## src/rtl/core/spe_pkg.sv

```systemverilog
`timescale 1ns / 1ps

package spe_pkg;

    // Field widths
    localparam int POS_W    = 10;
    localparam int CHAN_W   = 2;
    localparam int PULSE_W  = 12;
    localparam int STEP_W   = 6;
    localparam int OFFSET_W = 11;
    localparam int APB_DW   = 32;
    localparam int APB_AW   = 4;

    typedef logic [POS_W-1:0]    t_pos;
    typedef logic [CHAN_W-1:0]   t_chan;
    typedef logic [PULSE_W-1:0]  t_pulse;
    typedef logic [STEP_W-1:0]   t_step;
    typedef logic [OFFSET_W-1:0] t_offset;

    // Item kinds
    typedef enum logic {
        KIND_TICK = 1'b0,
        KIND_SET  = 1'b1
    } t_kind;

    // Register map, word index (byte address / 4)
    typedef enum logic [1:0] {
        REG_DEAD_LOW     = 2'd0,
        REG_DEAD_HIGH    = 2'd1,
        REG_MAX_STEP     = 2'd2,
        REG_PULSE_OFFSET = 2'd3
    } t_reg_idx;

    // Reset values
    localparam t_pos    DEAD_LOW_RST  = 10'd500;
    localparam t_pos    DEAD_HIGH_RST = 10'd524;
    localparam t_step   MAX_STEP_RST  = 6'd13;
    localparam t_offset OFFSET_RST    = 11'd500;
    localparam t_pos    POS_MID       = 10'd512;

    // Per-channel state word: {armed, target, position}
    typedef struct packed {
        logic armed;
        t_pos target;
        t_pos position;
    } t_chan_state;

    localparam t_chan_state STATE_RST = '{armed: 1'b1, target: POS_MID, position: POS_MID};

endpackage

```

## src/rtl/core/spe_in_if.sv

```systemverilog
`timescale 1ns / 1ps

interface spe_in_if;
    import spe_pkg::*;

    logic  valid;
    logic  ready;
    t_kind kind;
    t_chan channel;
    t_pos  joystick_sample;
    t_pos  target_value;

    modport source (
        output valid, kind, channel, joystick_sample, target_value,
        input  ready
    );

    modport sink (
        input  valid, kind, channel, joystick_sample, target_value,
        output ready
    );

endinterface

```

## src/rtl/core/spe_out_if.sv

```systemverilog
`timescale 1ns / 1ps

interface spe_out_if;
    import spe_pkg::*;

    logic   valid;
    logic   ready;
    t_chan  out_channel;
    t_pos   position;
    t_pulse pulse_width;
    logic   easing;

    modport source (
        output valid, out_channel, position, pulse_width, easing,
        input  ready
    );

    modport sink (
        input  valid, out_channel, position, pulse_width, easing,
        output ready
    );

endinterface

```

## src/rtl/core/spe_ram.sv

```systemverilog
`timescale 1ns / 1ps

// Simple dual-port RAM, one write and one registered read port
module spe_ram #(
    parameter int WIDTH = 8,
    parameter int DEPTH = 4
) (
    input  logic                                   i_clk,
    input  logic                                   i_we,
    input  logic [(DEPTH > 1 ? $clog2(DEPTH) : 1)-1:0] i_waddr,
    input  logic [WIDTH-1:0]                       i_wdata,
    input  logic                                   i_re,
    input  logic [(DEPTH > 1 ? $clog2(DEPTH) : 1)-1:0] i_raddr,
    output logic [WIDTH-1:0]                       o_rdata
);

    logic [WIDTH-1:0] r_mem [DEPTH];
    logic [WIDTH-1:0] r_rdata;

    always_ff @(posedge i_clk) begin
        if (i_we) begin
            r_mem[i_waddr] <= i_wdata;
        end
        if (i_re) begin
            r_rdata <= r_mem[i_raddr];
        end
    end

    assign o_rdata = r_rdata;

endmodule

```

## src/rtl/core/servo_position_easer_top.sv

```systemverilog
`timescale 1ns / 1ps

// Servo position easer. Each transfer on i_in is either a set-target item, which stores a
// target for one channel and arms easing, or a tick, which advances that channel and returns
// one transfer on o_out with the new position, its pulse width and the easing flag. Items
// whose channel is not below CHANNELS are taken and dropped. The block takes one item per
// cycle sustained, with stalls only when o_out back-pressures; a tick's result reaches o_out
// through RAM read with input capture, then update and write-back, then pulse scaling into
// the output register.
// Per-channel state sits in a small RAM read on input capture; the update stage writes it back
// and forwards its own write to the next item when both hit the same channel. Reset takes
// effect at once through per-channel valid bits, so there is no clearing pass. Registers on
// the APB port should be written only while no item is in flight.
module servo_position_easer_top #(
    parameter int CHANNELS = 4
) (
    input  logic                          i_clk,
    input  logic                          i_rst_n,
    spe_in_if.sink                        i_in,
    spe_out_if.source                     o_out,
    input  logic                          psel,
    input  logic                          penable,
    input  logic                          pwrite,
    input  logic [spe_pkg::APB_AW-1:0]    paddr,
    input  logic [spe_pkg::APB_DW-1:0]    pwdata,
    output logic [spe_pkg::APB_DW-1:0]    prdata,
    output logic                          pready
);
    import spe_pkg::*;

    localparam int AW     = (CHANNELS > 1) ? $clog2(CHANNELS) : 1;
    localparam int WORD_W = $bits(t_chan_state);

    // ------------------------------------------------------------------
    // Configuration registers
    // ------------------------------------------------------------------
    t_pos    r_dead_low;
    t_pos    r_dead_high;
    t_step   r_max_step;
    t_offset r_pulse_offset;
    logic    cfg_wr;

    assign pready = 1'b1;
    assign cfg_wr = psel && penable && pwrite;

    always_ff @(posedge i_clk) begin
        if (!i_rst_n) begin
            r_dead_low     <= DEAD_LOW_RST;
            r_dead_high    <= DEAD_HIGH_RST;
            r_max_step     <= MAX_STEP_RST;
            r_pulse_offset <= OFFSET_RST;
        end else if (cfg_wr) begin
            case (t_reg_idx'(paddr[3:2]))
                REG_DEAD_LOW:     r_dead_low     <= pwdata[POS_W-1:0];
                REG_DEAD_HIGH:    r_dead_high    <= pwdata[POS_W-1:0];
                REG_MAX_STEP:     r_max_step     <= pwdata[STEP_W-1:0];
                REG_PULSE_OFFSET: r_pulse_offset <= pwdata[OFFSET_W-1:0];
                default: ;
            endcase
        end
    end

    // Read back
    always_comb begin
        case (t_reg_idx'(paddr[3:2]))
            REG_DEAD_LOW:     prdata = APB_DW'(r_dead_low);
            REG_DEAD_HIGH:    prdata = APB_DW'(r_dead_high);
            REG_MAX_STEP:     prdata = APB_DW'(r_max_step);
            REG_PULSE_OFFSET: prdata = APB_DW'(r_pulse_offset);
            default:          prdata = '0;
        endcase
    end

    // ------------------------------------------------------------------
    // Pipeline control
    // ------------------------------------------------------------------
    logic          r_s1_v;
    logic          r_s2_v;
    logic          r_out_v;
    logic          out_free;
    logic          s2_go;
    logic          s2_free;
    logic          s1_go;
    logic          in_acc;
    logic          in_range;
    logic [AW-1:0] in_addr;

    t_kind         r_s1_kind;
    logic [AW-1:0] r_s1_addr;
    t_chan         r_s1_ch;
    t_pos          r_s1_sample;
    t_pos          r_s1_target;
    logic          r_s1_ent_vld;
    logic          r_s1_fwd;

    assign out_free = !r_out_v || o_out.ready;
    assign s2_go    = r_s2_v && out_free;
    assign s2_free  = !r_s2_v || s2_go;
    // set-target items leave no result, so they never wait on stage 2
    assign s1_go    = r_s1_v && ((r_s1_kind == KIND_SET) || s2_free);
    assign i_in.ready = !r_s1_v || s1_go;
    assign in_acc   = i_in.valid && i_in.ready;
    assign in_range = (32'(i_in.channel) < CHANNELS);
    assign in_addr  = AW'(i_in.channel);

    // ------------------------------------------------------------------
    // State RAM with per-channel valid bits standing in for the reset value
    // ------------------------------------------------------------------
    logic [CHANNELS-1:0] r_ent_vld;
    logic [WORD_W-1:0]   ram_rdata;
    t_chan_state         wr_state;
    t_chan_state         r_fw_state;
    t_chan_state         cur;

    spe_ram #(
        .WIDTH (WORD_W),
        .DEPTH (CHANNELS)
    ) u_state_ram (
        .i_clk   (i_clk),
        .i_we    (s1_go),
        .i_waddr (r_s1_addr),
        .i_wdata (wr_state),
        .i_re    (in_acc && in_range),
        .i_raddr (in_addr),
        .o_rdata (ram_rdata)
    );

    always_ff @(posedge i_clk) begin
        if (!i_rst_n) begin
            r_ent_vld <= '0;
        end else if (s1_go) begin
            r_ent_vld[r_s1_addr] <= 1'b1;
        end
    end

    // Stage 1 capture; forward flag set when the write in flight hits the same channel
    always_ff @(posedge i_clk) begin
        if (!i_rst_n) begin
            r_s1_v <= 1'b0;
        end else if (i_in.ready) begin
            r_s1_v <= in_acc && in_range;
        end
    end

    always_ff @(posedge i_clk) begin
        if (in_acc) begin
            r_s1_kind    <= i_in.kind;
            r_s1_addr    <= in_addr;
            r_s1_ch      <= i_in.channel;
            r_s1_sample  <= i_in.joystick_sample;
            r_s1_target  <= i_in.target_value;
            r_s1_ent_vld <= in_range && r_ent_vld[in_addr];
            r_s1_fwd     <= s1_go && (r_s1_addr == in_addr);
        end
        if (s1_go) begin
            r_fw_state <= wr_state;
        end
    end

    // Current channel state: forwarded write, RAM word or reset value
    always_comb begin
        if (r_s1_fwd) begin
            cur = r_fw_state;
        end else if (r_s1_ent_vld) begin
            cur = t_chan_state'(ram_rdata);
        end else begin
            cur = STATE_RST;
        end
    end

    // ------------------------------------------------------------------
    // Stage 1: easing toward the target
    // ------------------------------------------------------------------
    logic                  ez_up;
    t_pos                  ez_mag;
    logic [STEP_W:0]       ez_raw;
    logic [STEP_W:0]       ez_cap;
    logic [STEP_W:0]       ez_step;
    logic                  ez_done;
    t_pos                  ez_pos;

    always_comb begin
        ez_up   = cur.target > cur.position;
        ez_mag  = ez_up ? (cur.target - cur.position) : (cur.position - cur.target);
        ez_raw  = (STEP_W+1)'(ez_mag[POS_W-1:4]) + (STEP_W+1)'(1);
        // zero max_step behaves as one
        ez_cap  = (r_max_step == '0) ? (STEP_W+1)'(1) : (STEP_W+1)'(r_max_step);
        ez_step = (ez_raw > ez_cap) ? ez_cap : ez_raw;
        // reaching or passing the target snaps to it (also covers zero distance)
        ez_done = POS_W'(ez_step) >= ez_mag;
        if (ez_done) begin
            ez_pos = cur.target;
        end else if (ez_up) begin
            ez_pos = cur.position + POS_W'(ez_step);
        end else begin
            ez_pos = cur.position - POS_W'(ez_step);
        end
    end

    // ------------------------------------------------------------------
    // Stage 1: joystick nudge outside the deadzone, saturating
    // ------------------------------------------------------------------
    logic          nu_move;
    logic          nu_up;
    t_pos          nu_below;
    logic [2:0]    nu_mag;
    logic [POS_W:0] nu_sum;
    t_pos          nu_pos;

    always_comb begin
        nu_move  = (r_s1_sample < r_dead_low) || (r_s1_sample > r_dead_high);
        nu_up    = r_s1_sample[POS_W-1];
        nu_below = POS_MID - r_s1_sample;
        // truncated toward zero: magnitude is the distance from mid-scale over 128
        nu_mag   = nu_up ? {1'b0, r_s1_sample[8:7]} : nu_below[9:7];
        nu_sum   = (POS_W+1)'(cur.position) + (POS_W+1)'(nu_mag);
        if (!nu_move) begin
            nu_pos = cur.position;
        end else if (nu_up) begin
            nu_pos = nu_sum[POS_W] ? '1 : nu_sum[POS_W-1:0];
        end else begin
            nu_pos = (cur.position < POS_W'(nu_mag)) ? '0 : cur.position - POS_W'(nu_mag);
        end
    end

    // New state word for write-back
    always_comb begin
        wr_state = cur;
        if (r_s1_kind == KIND_SET) begin
            wr_state.target = r_s1_target;
            wr_state.armed  = 1'b1;
        end else if (cur.armed) begin
            wr_state.position = ez_pos;
            wr_state.armed    = !ez_done;
        end else begin
            wr_state.position = nu_pos;
        end
    end

    // ------------------------------------------------------------------
    // Stage 2: tick results waiting for pulse scaling
    // ------------------------------------------------------------------
    t_chan r_s2_ch;
    t_pos  r_s2_pos;
    logic  r_s2_easing;

    always_ff @(posedge i_clk) begin
        if (!i_rst_n) begin
            r_s2_v <= 1'b0;
        end else if (s2_free) begin
            r_s2_v <= s1_go && (r_s1_kind == KIND_TICK);
        end
    end

    always_ff @(posedge i_clk) begin
        if (s2_free) begin
            r_s2_ch     <= r_s1_ch;
            r_s2_pos    <= wr_state.position;
            r_s2_easing <= wr_state.armed;
        end
    end

    // Pulse width: floor(pos*2000/1023) + offset, with x = 1024a + b so
    // x/1023 = a + (a+b)/1023 and a+b stays below 3*1023
    logic [20:0]     pw_x;
    logic [10:0]     pw_a;
    logic [POS_W-1:0] pw_b;
    logic [11:0]     pw_sum;
    logic [10:0]     pw_q;
    t_pulse          pw_pulse;

    always_comb begin
        pw_x   = 21'(r_s2_pos) * 21'd2000;
        pw_a   = pw_x[20:10];
        pw_b   = pw_x[9:0];
        pw_sum = 12'(pw_a) + 12'(pw_b);
        if (pw_sum >= 12'd2046) begin
            pw_q = pw_a + 11'd2;
        end else if (pw_sum >= 12'd1023) begin
            pw_q = pw_a + 11'd1;
        end else begin
            pw_q = pw_a;
        end
        pw_pulse = PULSE_W'(pw_q) + PULSE_W'(r_pulse_offset);
    end

    // ------------------------------------------------------------------
    // Output register
    // ------------------------------------------------------------------
    t_chan  r_out_ch;
    t_pos   r_out_pos;
    t_pulse r_out_pulse;
    logic   r_out_easing;

    always_ff @(posedge i_clk) begin
        if (!i_rst_n) begin
            r_out_v <= 1'b0;
        end else if (out_free) begin
            r_out_v <= s2_go;
        end
    end

    always_ff @(posedge i_clk) begin
        if (s2_go) begin
            r_out_ch     <= r_s2_ch;
            r_out_pos    <= r_s2_pos;
            r_out_pulse  <= pw_pulse;
            r_out_easing <= r_s2_easing;
        end
    end

    assign o_out.valid       = r_out_v;
    assign o_out.out_channel = r_out_ch;
    assign o_out.position    = r_out_pos;
    assign o_out.pulse_width = r_out_pulse;
    assign o_out.easing      = r_out_easing;

endmodule
```

## src/flat_wrapper.sv

```systemverilog
// flat-port wrapper written by rule: the top's interface ports become plain ports
module servo_position_easer_top_flat import spe_pkg::*;
#(
    parameter int CHANNELS = 4
)
  (i_clk, i_rst_n, psel, penable, pwrite, paddr, pwdata, prdata, pready, i_in_valid, i_in_kind, i_in_channel, i_in_joystick_sample, i_in_target_value, i_in_ready, o_out_valid, o_out_out_channel, o_out_position, o_out_pulse_width, o_out_easing, o_out_ready);
  spe_in_if i_in_i ();
  spe_out_if o_out_i ();
  input  logic i_clk;
  input  logic i_rst_n;
  input  logic psel;
  input  logic penable;
  input  logic pwrite;
  input  logic [spe_pkg::APB_AW-1:0] paddr;
  input  logic [spe_pkg::APB_DW-1:0] pwdata;
  output logic [spe_pkg::APB_DW-1:0] prdata;
  output logic pready;
  input wire logic [$bits(i_in_i.valid)-1:0] i_in_valid;
  input wire logic [$bits(i_in_i.kind)-1:0] i_in_kind;
  input wire logic [$bits(i_in_i.channel)-1:0] i_in_channel;
  input wire logic [$bits(i_in_i.joystick_sample)-1:0] i_in_joystick_sample;
  input wire logic [$bits(i_in_i.target_value)-1:0] i_in_target_value;
  output wire logic [$bits(i_in_i.ready)-1:0] i_in_ready;
  output wire logic [$bits(o_out_i.valid)-1:0] o_out_valid;
  output wire logic [$bits(o_out_i.out_channel)-1:0] o_out_out_channel;
  output wire logic [$bits(o_out_i.position)-1:0] o_out_position;
  output wire logic [$bits(o_out_i.pulse_width)-1:0] o_out_pulse_width;
  output wire logic [$bits(o_out_i.easing)-1:0] o_out_easing;
  input wire logic [$bits(o_out_i.ready)-1:0] o_out_ready;
  assign i_in_i.valid = i_in_valid;
  assign i_in_i.kind = i_in_kind;
  assign i_in_i.channel = i_in_channel;
  assign i_in_i.joystick_sample = i_in_joystick_sample;
  assign i_in_i.target_value = i_in_target_value;
  assign i_in_ready = i_in_i.ready;
  assign o_out_valid = o_out_i.valid;
  assign o_out_out_channel = o_out_i.out_channel;
  assign o_out_position = o_out_i.position;
  assign o_out_pulse_width = o_out_i.pulse_width;
  assign o_out_easing = o_out_i.easing;
  assign o_out_i.ready = o_out_ready;
  servo_position_easer_top #(.CHANNELS(CHANNELS)) u_core (.i_clk(i_clk), .i_rst_n(i_rst_n), .i_in(i_in_i), .o_out(o_out_i), .psel(psel), .penable(penable), .pwrite(pwrite), .paddr(paddr), .pwdata(pwdata), .prdata(prdata), .pready(pready));
endmodule
```

## config.mk

```make
export PLATFORM = sky130hd
export DESIGN_NAME = servo_position_easer_top_flat
export DESIGN_NICKNAME = d
export VERILOG_FILES = /design/src/rtl/core/spe_pkg.sv /design/src/rtl/core/spe_in_if.sv /design/src/rtl/core/spe_out_if.sv /design/src/rtl/core/spe_ram.sv /design/src/rtl/core/servo_position_easer_top.sv /design/src/flat_wrapper.sv
export SDC_FILE = /design/constraint.sdc
export NUM_CORES = 1
export LEC_CHECK = 0
export BUFFER_PORTS_ARGS = -buffer_cell sky130_fd_sc_hd__buf_4
export CAP_MARGIN = 20
export CELL_PAD_IN_SITES_DETAIL_PLACEMENT = 0
export CELL_PAD_IN_SITES_GLOBAL_PLACEMENT = 1
export CORE_MARGIN = 2
export CORE_UTILIZATION = 45
export CTS_CLUSTER_SIZE = 28
export DETAILED_ROUTE_END_ITERATION = 8
export GPL_ROUTABILITY_DRIVEN = 0
export PLACE_DENSITY_LB_ADDON = 0.12
export SETUP_SLACK_MARGIN = 0.2
export SYNTH_ARGS = -nofsm -noshare
export SYNTH_HDL_FRONTEND = slang
export SYNTH_SLANG_ARGS = --single-unit
```

## constraint.sdc

```tcl
create_clock -name i_clk -period 23.1 [get_ports i_clk]
set_input_delay 2.31 -clock i_clk [delete_from_list [all_inputs] [get_ports i_clk]]
set_output_delay 2.31 -clock i_clk [all_outputs]
set_load 0.005 [all_outputs]
```

==> impl_results.md, run 1 <==
- Outcome: completed
- CP max FO: 21
- Mux contribution to synthesized area: 7.49%
- Largest family of logic cells by synthesized area: adder cells
- Post-Synth Simple-Gate Area: 8.36%
- Depth of the CTS H-tree: 1
- DIE HEIGHT: 184 µm
- Post-Synthesis Cells: 1,266
- # port buffers: 80
- Unique masters post-synth: 75
- Drt initial violations: 606
- FP Rows: 65
- Cell taking the most area after synthesis: edfxtp_1
- Seq/Total Area, Yosys: 44.9%
- Synth warn: 0
- IO Pins: 126
- Clock sink count: 233
- Final #Nets: 1,584
- First-pass GRT wire length: 53.6 mm
- Ys flop type: edfxtp_1
- Max cap viols: 0
- Worst relative slew slack: 32.1%
- Mapped Avg Cell Area: 11.5 µm²
- Vias in the first global route: 9,708
- RSZ-0062 raised after global routing: false
- Post-CTS Setup Inserts: 0
- Initial Util: 46.0%
- Pre-CTS setup slack: 12,430 ps
- Drt drc: 0
- Worst Hold Class: flop to flop
- Largest net degree at the start of global routing: 47
- Startpoint types: flop
- Endpoints failing setup: 0
- Crit path time final: 10,940 ps
- Data required, critical path: 23,430 ps
- Longest Clk Path Bufs: 3
- WL final: 33.4 mm
- Share of cells above drive strength 1: 14.3%
- Die Wd: 184 µm
- Slew Limit Fails: 0
- Largest stage delay, worst path: 720 ps
- Layout Utilization: 52.0%
- Post-Synth XOR/XNOR Area: 4.55%
- Total CTS buffers: 26
- Die ar.: 33,900 µm²
- CTS tree: yes
- Initial antenna violation count: 0
- Critical path type: flop to flop
- Final worst-path cycle share: 47.4%
- #FFs+latches synth: 233
- Post-route ant nets: 0
- Design area: 16,500 µm²
- Global route overflow: 0
- Top cells by area, synth: edfxtp_1, ha_1, dfxtp_1
- Worst Max-Slew Pin Slew: 1010 ps
- Setup Total Neg Slack: 0 ps
- Clock Latency Late Sink: 550 ps
- WL per Instance: 18.8 µm
- CTS hold repair buffers: 0
- Arrival @ worst endpoint: 11,280 ps
- Skew final: 14.2 ps
- Placement Cell Area: 15,600 µm²
- Synth Area in Adders: 16.1%
- PostCTS Resize Cnt: 0
- Worst setup margin: 12,160 ps
- Final Hold Viols: 0
- Clk root buf: clkbuf_16
- EDFF count, synth: 189
- Worst path slowest cell: a22oi_1
- Fmax: 91.4 MHz
- Antenna cell count: 0
- Gr usage total: 20.4%
- Mapped Area: 14,600 µm²
- Post-synthesis compound-gate area fraction: 12.7%
- DRT Pass-1 Iters: 5
- Clock transition at the registers of the reported paths: 60 ps
- Core footprint: 31,700 µm²
- Critical Path End Type: flop
- Async set-reset flop share out of synthesis: 0%
- DR vias: 9,646
- Post-synth top area share: 38.9%
- DP HPWL: 25.0 mm
- Synth-to-layout area growth: 13.0%
- Vias/cell: 5.43
- Crit-path most repeated cell: o21ai_0
-- synthesized netlist by cell type (all sizes together), types with 9 or more instances --
master  number
a21o        25
o22ai       13
a22o         9
nand3       26
nor3        22
o22a         9
nor2b       22
buf         34
a21boi      13
o21ai       47
a21oi       44
o21bai      12
mux4        28
fa          37
dfxtp       44
o211ai      19
xor2        24
mux2         9
o21a        22
a22oi        9
nand2       94
edfxtp     189
and3         9
clkbuf      26
ha         128
nor2        48
mux2i       36
xnor2       45
inv        139
-- worst paths after layout --
kind / cells past startpoint / slack, ps / startpoint / end
max: 38 / 12160 / u_core.r_s1_fwd / u_core.r_fw_state[9]
min: 0 / 440 / u_core.r_s2_ch[1] / u_core.o_out.out_channel[1]
max reg2reg: 38 / 12160 / u_core.r_s1_fwd / u_core.r_fw_state[9]
min reg2reg: 0 / 440 / u_core.r_s2_ch[1] / u_core.o_out.out_channel[1]
-- area by class of cell --
type	count	area, µm²
well taps	402	503
flip-flops and latches	233	6560
clock inverters	11	149
inverters	140	526
multi-input cells	854	7290
repair buffers	98	736
fillers	2891	15200
clock buffers	37	732
-- layout by cell type, fill, tap and decap left out, types with 6 or more instances in the layout --
master and n:
mux4_2 28, ha_1 128, a22o_1 9, mux2_2 9, edfxtp_1 189, o211ai_1 18
conb_1 23, dfxtp_1 44, o22ai_1 13, nor2b_1 19, o22a_1 9, clkbuf_16 26
fa_1 37, clkbuf_1 7, a22oi_1 9, and3_1 9, nand3_1 26, xor2_1 21
nand2_1 93, xnor2_1 43, a21boi_0 13, inv_1 138, o21bai_1 12, o31a_1 6
a21oi_1 44, a21o_1 25, and2_1 6, or3_1 7, nor3_1 20, o21a_1 22
nor2_1 47, o21ai_0 41, mux2i_1 36, buf_4 98
-- cells by family (layout without fill, tap and decap cells) --
kind of cell | after synthesis | in the layout
multiplexers | 73 | 73
other | 2 | 23
AND/OR/NAND/NOR | 258 | 258
flip-flops | 233 | 233
AO/OA/AOI/OAI | 266 | 266
XOR/XNOR | 69 | 69
buffers and inverters | 200 | 286
adder cells (fa/ha/maj) | 165 | 165
-- critical path: cells and delay by family, from the launching register on --
kind	cells	cell delay, ps
mux	2	460
flops	1	320
simple gates	8	1820
buf+inv	5	1010
compound gates	17	5270
fa+ha+maj	5	1660
xor+xnor	1	140
-- through the flow --
step | hold slack, ps | cells
6_report | 439 | 1775
5_1_grt | 470 | 1775
4_1_cts | 445 | 1775
3_5_place_dp | 405 | 1727
3_3_place_gp | 443 | 1727
2_1_floorplan | 400 | 1287
-- state kept, by name, summed over array words and instances, names as in the netlist, 11 cells and up --
| name | count |
|---|---|
| u_core.o_out.pulse_width | 12 |
| u_core.u_state_ram.r_mem | 84 |
| u_core.r_fw_state | 21 |
| u_core.u_state_ram.o_rdata | 21 |
| u_core.r_pulse_offset | 11 |
-- per-layer routing --
metal	GRT usage [%]	share of wire, %	up-vias
met4	3.14	1.0	0
met5	0	0	-
met3	2.81	3.9	27
met1	29.0	48	4723
met2	33.9	47	177
li1	-	-	4719
Power of run 1 is not shown: default switching activity piles up to over one toggle a cycle in this logic, so the estimate is an artifact.
==> run 2: changes to the inputs <==
--- a/config.mk
+++ b/config.mk
@@ -10,7 +10,7 @@
 export CELL_PAD_IN_SITES_DETAIL_PLACEMENT = 0
 export CELL_PAD_IN_SITES_GLOBAL_PLACEMENT = 1
 export CORE_MARGIN = 2
-export CORE_UTILIZATION = 45
+export CORE_UTILIZATION = 44
 export CTS_CLUSTER_SIZE = 28
 export DETAILED_ROUTE_END_ITERATION = 8
 export GPL_ROUTABILITY_DRIVEN = 0
==> constraint.sdc (replaced) <==
create_clock -name i_clk -period 10 [get_ports i_clk]
set_input_delay 1 -clock i_clk [delete_from_list [all_inputs] [get_ports i_clk]]
set_output_delay 1 -clock i_clk [all_outputs]
set_load 0.005 [all_outputs]
==> impl_results.md, run 2 (synthesis gave the netlist of run 1 again) <==
- Outcome: completed
- Fill cells: 2,927
- CP max FO: 6
- CTS tree: yes
- Clock transition at the registers of the reported paths: 60 ps
- Crit-path most repeated cell: fa_1
- Final worst-path cycle share: 90.7%
- Worst path slowest cell: or4b_2
- Worst Max-Slew Pin Slew: 1080 ps
- WP buf/inv: 3
- Critical Path End Type: flop
- Core footprint: 32,600 µm²
- DIE HEIGHT: 186 µm
- Clk root buf: clkbuf_16
- CTS hold repair buffers: 0
- Vias/cell: 5.27
- Critical path type: flop to flop
- Global route overflow: 0
- Initial antenna violation count: 0
- Largest stage delay, worst path: 630 ps
- Post-Layout Cell Count: 1,848
- Most flops, register: u_core.u_state_ram.r_mem
- Arrival @ worst endpoint: 9370 ps
- Max FFs per register: 84
- Worst Hold Class: flop to flop
- DP HPWL: 25.8 mm
- Startpoint types: flop
- Data required, critical path: 10,310 ps
- Endpoints failing setup: 0
- Antenna cell count: 0
- Die Wd: 186 µm
- IO Pins: 126
- Die ar.: 34,600 µm²
- DR vias: 9,741
- Gr usage total: 20.0%
- Commonest non-fill, non-tap cell in the layout: edfxtp_1
- Final Hold Viols: 0
- Longest Clk Path Bufs: 3
- Slew Limit Fails: 0
- WHS: 424 ps
- Initial Util: 44.7%
- Depth of the CTS H-tree: 1
- WL final: 34.2 mm
- Total CTS buffers: 27
- Clock Latency Late Sink: 560 ps
- Most frequent cells in the layout: edfxtp_1, inv_1, buf_4, ha_1, nand2_1
- Max cap viols: 0
- First-pass GRT wire length: 53.1 mm
- Worst relative slew slack: 27.8%
- Footprint of the multi-input gates: 7310 µm²
- Vias in the first global route: 9,588
- Synth-to-layout area growth: 15.4%
- Layout Utilization: 51.6%
- Skew final: 29.3 ps
- RSZ-0062 raised after global routing: false
- DRT Pass-1 Iters: 4
- Share of cells above drive strength 1: 16.4%
- Largest net degree at the start of global routing: 47
- Final #Nets: 1,617
- Post-Place Cells: 1,793
- Sequential Area: 6560 µm²
- # port buffers: 80
- Drt initial violations: 522
- WL per Instance: 18.5 µm
- CP delay by family, top: adder cells
- Drt drc: 0
- Post-route ant nets: 0
- Clock sink count: 233
- Fmax: 110 MHz
- Setup Total Neg Slack: 0 ps
- FP Rows: 66
- Crit path time final: 9070 ps
run 2: cell count changes in the layout (fill, tap and decap cells not counted), sizes merged:
cell      before  now
bufinv         2    4
clkinv         6    8
clkinvlp       2    1
buf           98  129
inv          141  145
clkbuf        37   32
run 2: through the flow:
stage                     instance area [µm²]  setup WS [ps]
after floorplan                         14700           1100
after global placement                  15900            524
after detailed placement                15900            324
after CTS                               16800            315
after global routing                    16800            222
final                                   16800            934
run 2: worst reg2reg max path, delay by kind of cell, from the launching register on:
kind	cells	cell delay, ps
and+or+nand+nor	7	1410
adders and majority gates	8	3340
xor gates and xnor gates	3	380
buffers and inverters	3	340
DFF	1	530
AOI/OAI and AO/OA	16	2810
run 2: cell type report:
type                       count  area share [%]
multi-input combinational    854            43.4
sequential                   233            39.0
timing repair buffer         130            5.78
clock buffer                  31            4.10
tap                          442            3.29
inverter                     140            3.12
clock inverter                18            1.32
run 2: routing by layer:
| metal | vias up | track usage [%] | wire [µm] |
|---|---|---|---|
| met2 | 196 | 35.4 | 16600 |
| met3 | 43 | 2.29 | 1340 |
| li1 | 4790 | - | - |
| met1 | 4712 | 26.3 | 15400 |
| met4 | 0 | 4.79 | 828 |
| met5 | - | 0 | 0 |
run 2: path summary, 6_finish.rpt:
check	cells after the start	slack, ps	startpoint	end
max	37	930	u_core.r_s2_pos[0]	u_core.o_out.pulse_width[10]
min	0	420	u_core.r_s2_ch[1]	u_core.o_out.out_channel[1]
max reg2reg	37	930	u_core.r_s2_pos[0]	u_core.o_out.pulse_width[10]
min reg2reg	0	420	u_core.r_s2_ch[1]	u_core.o_out.out_channel[1]
run 2: repair_timing:
item / CTS / global route
setup buffers: 0 / 5
gates resized for setup: 0 / 9
setup endpoints to repair: 0 / 10
Power of run 2 is left out for the same reason.
==> run 3: changes to the inputs <==
--- a/config.mk
+++ b/config.mk
@@ -10,7 +10,7 @@
 export CELL_PAD_IN_SITES_DETAIL_PLACEMENT = 0
 export CELL_PAD_IN_SITES_GLOBAL_PLACEMENT = 1
 export CORE_MARGIN = 2
-export CORE_UTILIZATION = 44
+export CORE_UTILIZATION = 40
 export CTS_CLUSTER_SIZE = 28
 export DETAILED_ROUTE_END_ITERATION = 8
 export GPL_ROUTABILITY_DRIVEN = 0
==> impl_results.md, run 3 (synthesis gave the netlist of run 1 again) <==
- Drt drc: 0
- Final Hold Viols: 0
- Largest net degree at the start of global routing: 47
- Clock Latency Late Sink: 580 ps
- R2R Path End: u_core.o_out.pulse_width[10]
- Outcome: completed
- Final #Nets: 1,620
- Slew Limit Fails: 0
- Clock sink count: 233
- Initial antenna violation count: 0
- Core footprint: 35,700 µm²
- Max cap viols: 0
- Post-route ant nets: 0
- Critical path type: flop to flop
- CTS hold repair buffers: 0
- DRT Pass-1 Iters: 6
- Largest stage delay, worst path: 620 ps
- Most flops, register: u_core.u_state_ram.r_mem
- Commonest non-fill, non-tap cell in the layout: edfxtp_1
- Depth of the CTS H-tree: 1
- Worst path slowest cell: or4b_2
- First-pass GRT wire length: 55.2 mm
- WL final: 35.3 mm
- Gr usage total: 18.6%
- Initial Util: 40.8%
- IO Pins: 126
- Clock transition at the registers of the reported paths: 70 ps
- CTS tree: yes
- Vias in the first global route: 9,927
- Max FFs per register: 84
- Startpoint types: flop
- Most frequent cells in the layout: edfxtp_1, inv_1, buf_4, ha_1, nand2_1
- Final worst-path cycle share: 90.7%
- Total CTS buffers: 28
- # port buffers: 80
- Skew final: 28.4 ps
- Hold EP: u_core.o_out.easing
- Vias/cell: 5.22
- DR vias: 9,763
- Worst Hold Class: flop to flop
- Min-delay src: u_core.r_s2_easing
- Antenna cell count: 0
- Crit path time final: 9070 ps
- R2r worst-path depth: 37
- RR Startpoint: u_core.r_s2_pos[0]
- FF-to-FF setup slack: 930 ps
- DIE HEIGHT: 195 µm
- Synth-to-layout area growth: 16.2%
- Longest Clk Path Bufs: 3
- FP Rows: 69
- DP HPWL: 26.3 mm
- Die Wd: 195 µm
- Critical Path End Type: flop
- Worst Max-Slew Pin Slew: 1080 ps
- Global route overflow: 0
- Die ar.: 38,000 µm²
- RSZ-0062 raised after global routing: false
- Crit-path most repeated cell: fa_1
- Worst relative slew slack: 27.5%
- Arrival @ worst endpoint: 9390 ps
- Share of cells above drive strength 1: 17.2%
- CP max FO: 6
- Setup Total Neg Slack: 0 ps
- Drt initial violations: 481
- Clk root buf: clkbuf_16
- Fmax: 110 MHz
- Data required, critical path: 10,320 ps
- Hold path depth: 0
- WL per Instance: 18.8 µm
- Endpoints failing setup: 0
run 3: cell types whose count changed in the layout (fill, tap and decap cells not counted), sizes merged:
| cell | delta |
|---|---|
| clkinvlp | +2 |
| inv | -3 |
| clkbuf | -2 |
| buf | +3 |
| clkinv | +5 |
run 3: worst max path at each step:
stage / start / endpoint / slack, ps / depth (start not counted)
after floorplan: u_core.r_s1_fwd / u_core.r_fw_state[9] / 1100 / 41
after global placement: u_core.r_s2_pos[1] / u_core.o_out.pulse_width[10] / 690 / 37
after detailed placement: u_core.r_s2_pos[1] / u_core.o_out.pulse_width[10] / 630 / 37
after CTS: u_core.r_s2_pos[1] / u_core.o_out.pulse_width[10] / 590 / 37
after global routing: u_core.r_s2_pos[0] / u_core.o_out.pulse_width[11] / 210 / 35
final: u_core.r_s2_pos[0] / u_core.o_out.pulse_width[10] / 930 / 37
run 3: metal layers:
| layer | up-vias | routed length, µm | global-route usage, % |
|---|---|---|---|
| met2 | 175 | 17100 | 32.1 |
| met1 | 4761 | 16200 | 24.9 |
| li1 | 4788 | - | - |
| met3 | 39 | 1350 | 2.76 |
| met4 | 0 | 593 | 3.96 |
| met5 | - | 0 | 0 |
run 3: per-stage QoR:
stage	util (%)	hold slack, ps	std cells	setup WS [ps]	area [µm²]
floorplan	-	400	1287	1100	14700
detailed placement	44.5	406	1814	635	15900
global placement	44.5	418	1814	687	15900
CTS	47.2	416	1866	587	16900
global route	47.4	421	1872	210	16900
finish	47.4	419	1872	932	16900
run 3: what timing repair did:
action,4_1_cts,5_1_grt
buffers inserted,0,6
endpoints found under the setup margin,0,9
resized for setup,0,13
run 3: final cells by class:
cell class | count | area [µm²]
fillers | 3337 | 18800
multi-input cells | 854 | 7330
flip-flops and latches | 233 | 6560
repair buffers | 132 | 991
clock buffers | 30 | 718
well taps | 461 | 577
inverters | 140 | 526
clock inverters | 22 | 254
run 3: critical path: cells and delay by family, from the launching register on:
kind	cells	cell delay, ps
AO/OA/AOI/OAI	16	2800
XOR/XNOR	3	390
adder cells (fa/ha/maj)	8	3360
buffers and inverters	3	320
flip-flops	1	540
AND/OR/NAND/NOR	7	1410
Power of run 3 is left out for the same reason.
